## config.mk

```make
export PLATFORM = sky130hd
export DESIGN_NAME = gspg_ctrl
export DESIGN_NICKNAME = d
export VERILOG_FILES = /design/src/rtl/core/gspg_pkg.sv /design/src/rtl/core/gspg_ctrl.sv
export SDC_FILE = /design/constraint.sdc
export NUM_CORES = 1
export LEC_CHECK = 0
export ABC_AREA = 1
export BUFFER_PORTS_ARGS = -buffer_cell sky130_fd_sc_hd__buf_2
export CORE_AREA = 10 10 47 49
export CTS_CLUSTER_DIAMETER = 150
export CTS_CLUSTER_SIZE = 20
export DETAILED_ROUTE_END_ITERATION = 8
export DIE_AREA = 0 0 57 59
export HOLD_SLACK_MARGIN = 0.02
export PLACE_DENSITY_LB_ADDON = 0.05
export SLEW_MARGIN = 20
export SYNTH_ARGS = -nofsm -noshare
export SYNTH_HDL_FRONTEND = slang
export SYNTH_SLANG_ARGS = --single-unit
```

## constraint.sdc

```tcl
create_clock -name clk_i -period 2 [get_ports clk_i]
set_input_delay 0.1 -clock clk_i [delete_from_list [all_inputs] [get_ports clk_i]]
set_output_delay 0.1 -clock clk_i [all_outputs]
set_load 0.005 [all_outputs]
```

## src/rtl/core/gspg_pkg.sv

```systemverilog
`timescale 1ns / 1ps
// shared types, constants and the exponential table generator of the step pulse generator
package gspg_pkg;

  // input transaction: one microsecond tick or a start of move
  typedef struct packed {
    logic kind;
    logic direction;
  } in_item_t;

  // result transaction, one for every input transaction
  typedef struct packed {
    logic step_level;
    logic direction_level;
    logic busy_res;
    logic done_res;
  } out_item_t;

  localparam logic KindTick  = 1'b0;
  localparam logic KindStart = 1'b1;

  // configuration port
  localparam int unsigned CfgIndexW = 4;
  localparam int unsigned CfgDataW  = 24;

  localparam logic [CfgIndexW-1:0] CfgTotalSteps    = 4'd0;
  localparam logic [CfgIndexW-1:0] CfgRangeStart    = 4'd1;
  localparam logic [CfgIndexW-1:0] CfgStepIncrement = 4'd2;
  localparam logic [CfgIndexW-1:0] CfgCenter        = 4'd3;
  localparam logic [CfgIndexW-1:0] CfgInvTwoSigmaSq = 4'd4;
  localparam logic [CfgIndexW-1:0] CfgPeak          = 4'd5;
  localparam logic [CfgIndexW-1:0] CfgOffset        = 4'd6;
  localparam logic [CfgIndexW-1:0] CfgMultiplier    = 4'd7;

  // register values after reset
  localparam logic [15:0] RstTotalSteps    = 16'd267;
  localparam logic [20:0] RstRangeStart    = 21'h1C0000;
  localparam logic [19:0] RstStepIncrement = 20'd1966;
  localparam logic [20:0] RstCenter        = 21'd0;
  localparam logic [23:0] RstInvTwoSigmaSq = 24'd32768;
  localparam logic [19:0] RstPeak          = 20'hE3333;
  localparam logic [19:0] RstOffset        = 20'd117965;
  localparam logic [15:0] RstMultiplier    = 16'd500;

  // width of one exponential table entry (1.0 in q16 needs the top bit)
  localparam int unsigned ExpW = 17;

  // value of the calculation counter at which the half-period is loaded
  localparam logic [2:0] CalcLast = 3'd6;

  typedef enum logic [1:0] {
    PH_IDLE,
    PH_HIGH,
    PH_LOW
  } phase_e;

  typedef enum logic {
    ST_WAIT,
    ST_CALC
  } ctrl_state_e;

  // controller to datapath
  typedef struct packed {
    logic start_move;
    logic dec_time;
    logic load_low;
    logic end_move;
    logic next_step;
    logic load_hp;
  } dp_cmd_t;

  // datapath to controller
  typedef struct packed {
    logic time_expire;
    logic count_last;
    logic direction;
  } dp_status_t;

  // exp(-s) in q16 for s in q16, evaluated at elaboration only
  function automatic logic [ExpW-1:0] exp_q16(input longint s);
    longint y;
    longint t;
    longint sum;
    y   = s <<< 6;
    t   = y;
    sum = (longint'(1) <<< 30) - t;
    t   = ((t * y) >>> 30) / 2;
    sum = sum + t;
    t   = ((t * y) >>> 30) / 3;
    sum = sum - t;
    t   = ((t * y) >>> 30) / 4;
    sum = sum + t;
    t   = ((t * y) >>> 30) / 5;
    sum = sum - t;
    for (int k = 0; k < 8; k++) begin
      sum = (sum * sum + (longint'(1) <<< 29)) >>> 30;
    end
    return ExpW'((sum + 8192) >>> 14);
  endfunction

endpackage

```

## src/rtl/core/gspg_ctrl.sv

```systemverilog
`timescale 1ns / 1ps
// controller: pulse phase, calculation sequencing and the result register
module gspg_ctrl
  import gspg_pkg::*;
(
  input  logic       clk_i,
  input  logic       rst_ni,
  input  logic       in_valid_i,
  output logic       in_ready_o,
  input  in_item_t   in_data_i,
  output logic       out_valid_o,
  input  logic       out_ready_i,
  output out_item_t  out_data_o,
  output dp_cmd_t    cmd_o,
  input  dp_status_t status_i
);

  ctrl_state_e state_q, state_d;
  phase_e      phase_q, phase_d;
  logic [2:0]  cnt_q, cnt_d;
  logic        out_valid_q, out_valid_d;
  out_item_t   out_data_q, out_data_d;

  logic accept;
  logic active;
  logic calc_done;
  logic ev_start;
  logic ev_dec;
  logic ev_to_low;
  logic ev_end;
  logic ev_next;
  logic out_write;
  logic done_flag;

  assign in_ready_o = (state_q == ST_WAIT) && (!out_valid_q || out_ready_i);
  assign accept     = in_valid_i && in_ready_o;
  assign active     = (phase_q != PH_IDLE);
  assign calc_done  = (state_q == ST_CALC) && (cnt_q == CalcLast);

  // classify the accepted transaction
  always_comb begin
    ev_start  = 1'b0;
    ev_dec    = 1'b0;
    ev_to_low = 1'b0;
    ev_end    = 1'b0;
    ev_next   = 1'b0;
    if (accept && active && (in_data_i.kind == KindTick)) begin
      if (!status_i.time_expire) begin
        ev_dec = 1'b1;
      end else if (phase_q == PH_HIGH) begin
        ev_to_low = 1'b1;
      end else if (status_i.count_last) begin
        ev_end = 1'b1;
      end else begin
        ev_next = 1'b1;
      end
    end
    if (accept && !active && (in_data_i.kind == KindStart)) begin
      ev_start = 1'b1;
    end
  end

  // next state
  always_comb begin
    state_d = state_q;
    phase_d = phase_q;
    cnt_d   = cnt_q;
    case (state_q)
      ST_WAIT: begin
        cnt_d = '0;
        if (ev_start || ev_next) begin
          phase_d = PH_HIGH;
          state_d = ST_CALC;
        end else if (ev_to_low) begin
          phase_d = PH_LOW;
        end else if (ev_end) begin
          phase_d = PH_IDLE;
        end
      end
      ST_CALC: begin
        cnt_d = cnt_q + 3'd1;
        if (calc_done) begin
          state_d = ST_WAIT;
        end
      end
      default: begin
        state_d = ST_WAIT;
      end
    endcase
  end

  // commands and result
  always_comb begin
    cmd_o            = '0;
    cmd_o.start_move = ev_start;
    cmd_o.dec_time   = ev_dec;
    cmd_o.load_low   = ev_to_low;
    cmd_o.end_move   = ev_end;
    cmd_o.next_step  = ev_next;
    cmd_o.load_hp    = calc_done;
    // moves that need a new half-period report once it is loaded
    out_write = (accept && !ev_start && !ev_next) || calc_done;
    done_flag = ev_end;
    out_data_d.step_level      = (phase_d == PH_HIGH);
    out_data_d.direction_level = status_i.direction;
    out_data_d.busy_res        = (phase_d != PH_IDLE);
    out_data_d.done_res        = done_flag;
    if (out_write) begin
      out_valid_d = 1'b1;
    end else if (out_ready_i) begin
      out_valid_d = 1'b0;
    end else begin
      out_valid_d = out_valid_q;
    end
  end

  always_ff @(posedge clk_i or negedge rst_ni) begin
    if (!rst_ni) begin
      state_q     <= ST_WAIT;
      phase_q     <= PH_IDLE;
      cnt_q       <= '0;
      out_valid_q <= 1'b0;
    end else begin
      state_q     <= state_d;
      phase_q     <= phase_d;
      cnt_q       <= cnt_d;
      out_valid_q <= out_valid_d;
    end
  end

  always_ff @(posedge clk_i) begin
    if (out_write) begin
      out_data_q <= out_data_d;
    end
  end

  assign out_valid_o = out_valid_q;
  assign out_data_o  = out_data_q;

endmodule

```

==> results.cfg <==
[power]
seq_power_share_pct = 44.4
total_power_mw = 0.858
p_sw_mw = 0.321
p_per_area_mw_per_mm2 = 1170
p_clk_share_pct = 17.5
cellLeakagePower_nw = 0.419
swShare_pct = 37.4
p_int_mw = 0.537
combPwrFrac_pct = 38.1
max-vdd-ir-drop_mv = 0.809

[critical_path]
cp_max_fo = 4
cp_data_arrival_time_ns = 1.31
rr_startpoint = out_valid_o
cp-end-kind = output port
path_common_cell = nand2_1
critPathSlowestCell = dfrtp_1
reg2regPathDepth = 6
r2r_end = out_data_o[2]
slowest_delay_ns = 0.40
critPathKind = reg2out
reg2reg_slack_ns = 0.61
critical_path_required_ns = 1.90
cp_cell_sequence = nand2_1 > nand3_4 > nor2_4 > nand2_1 > inv_1 > buf_2
cp-start-kind = flip-flop

[global_routing]
grt_pass1_wl_um = 1970
first_global_vias = 486
grt_start_max_net_pins = 8
track_usage_pct = 7.31
antenna_found_initial = 0
grt_overflow = 0

[die]
die-area_mm2 = 0.00336
core_mm2 = 0.00140
pin_count = 21
die_y_um = 59
die_w_um = 57
core.rowCount = 14
start_util_pct = 44.2

[logic_synthesis]
ys_seq_area_share_pct = 47.7
ys_types = 20
synthesis.area_um2 = 619
syn-num-nets = 77
yosys_warnings = 0
syn_avg_cell_area_um2 = 9.38
ys_seq_elements = 11
yosysTopAreaCellShare_pct = 28.3
netlist_top_cells_area = dfrtp_1, edfxtp_1, buf_4
synthCells = 66
synth.largest_area_cell = dfrtp_1

[sta]
finalSetupTns_ns = 0
fmax_mhz = 708
period_share_pct = 70.6
rsz0062_at_grt = no
hold_viol_final = 0
worst_slack_ns = 0.588
tightest_slew_ns = 0.218
setup_viol = 0
slew-limit-headroom_pct = 85.4
period_minus_slack_ns = 1.41
maxSlewViolCount = 0
finClkSkew_ns = 0.00174

[clocking]
cts_num_sinks = 11
insertion_delay_ns = 0.27
root_buffer = clkbuf_4
clk_pin_slew_ns = 0.07
clk_path_buf_depth = 2
cts_tree = yes
post_cts_buffers = 0
cts_made_buffers = 3
cts_max_level = 1

[final_layout]
final_cells = 101
finish.utilization_pct = 52.5
fill_cells = 143
final_cell_mix = buf_2, inv_1, nand2_1, dfrtp_1, nor2_1
antenna_cells = 0
nets = 97
areaGrowthSynthToFinish_pct = 18.8
drive_gt1_share_pct = 40.0
mostFrequentLayoutCell = buf_2

[min_path]
hold_path.class = in2async

[routing]
num_vias = 436
drcViolationCount = 0
first_pass_iters = 4
wl_per_cell_um = 10.6
drtIter0Drc = 7
wl_um = 1070
viasPerCell = 4.32
ant_nets = 0

[place]
port_buffers = 19
place_congestion = 0.704
dp.cells = 95
place_ws_ns = 0.605

[flow_run]
drv_cap = 0

[outcome]
status = complete, no violations
[layer usage]
| metal | share of wire (%) | track usage (%) | vias up |
|---|---|---|---|
| met3 | 11 | 5.58 | 0 |
| met2 | 45 | 11.2 | 16 |
| li1 | - | - | 234 |
| met5 | 0 | 0 | - |
| met1 | 44 | 8.12 | 186 |
| met4 | 0 | 1.01 | 0 |
[state kept, by name, summed over array words and instances, names as in the netlist]
signal / flops
cnt_q: 3
state_q: 1
out_data_o: 4
out_valid_o: 1
phase_q: 2
[Yosys cell counts (all sizes together)]
| master | count |
|---|---|
| nand2 | 13 |
| inv | 12 |
| nor2 | 8 |
| dfrtp | 7 |
| buf | 6 |
| nand3 | 5 |
| edfxtp | 4 |
| a21oi | 3 |
| ha | 2 |
| nor3 | 2 |
| o21ai | 2 |
| and2 | 1 |
| clkinv | 1 |
[area by class of cell]
type | instances | area (um^2) | area share (%)
inverters | 13 | 50.0 | 6.80
well taps | 16 | 20.0 | 2.72
clock buffers | 4 | 26.3 | 3.57
flip-flops and latches | 11 | 295 | 40.1
multi-input cells | 36 | 229 | 31.1
repair buffers | 21 | 115 | 15.6
[worst max-delay path, delay by kind of cell (launching register included)]
family        cells  cell delay, ns
buf+inv           2            0.16
simple gates      4            0.50
flops             1            0.40
[cell families after synthesis]
kind of cell | synth area share [%]
AND/OR/NAND/NOR | 28.9
flip-flops | 47.7
AO/OA/AOI/OAI | 4.04
adder cells (fa/ha/maj) | 4.04
buffers and inverters | 15.4
[worst max-delay path by stage]
stage | start | cells past startpoint | to | slack [ns]
2_1_floorplan | out_valid_o | 6 | out_data_o[0] | 0.71
3_3_place_gp | out_valid_o | 6 | out_data_o[2] | 0.60
3_5_place_dp | out_valid_o | 6 | out_data_o[2] | 0.61
4_1_cts | out_valid_o | 6 | cmd_o[3] | 0.57
5_1_grt | out_valid_o | 6 | cmd_o[3] | 0.47
6_report | out_valid_o | 6 | cmd_o[3] | 0.59
[per-stage QoR]
step                      instance area (um^2)  hold slack [ns]
after floorplan                            619           -0.196
after global placement                     689          -0.0579
after detailed placement                   689          -0.0595
after CTS                                  736            0.188
after global routing                       736            0.196
final                                      736            0.186
[power groups by stage]
stage / sequential [mW] / combinational, mW / clock (mW)
6_report: 0.381 / 0.327 / 0.151
5_1_grt: 0.394 / 0.381 / 0.170
4_1_cts: 0.381 / 0.334 / 0.156
3_5_place_dp: 0.385 / 0.331 / 0
3_3_place_gp: 0.384 / 0.325 / 0
2_1_floorplan: 0.381 / 0.243 / 0
[what timing repair did]
item / CTS / global route
endpoints found under the hold margin: 8 / 0
resized for setup: 0 / 0
hold buffers: 2 / 0
No activity file was read; power rests on OpenSTA's default activity.
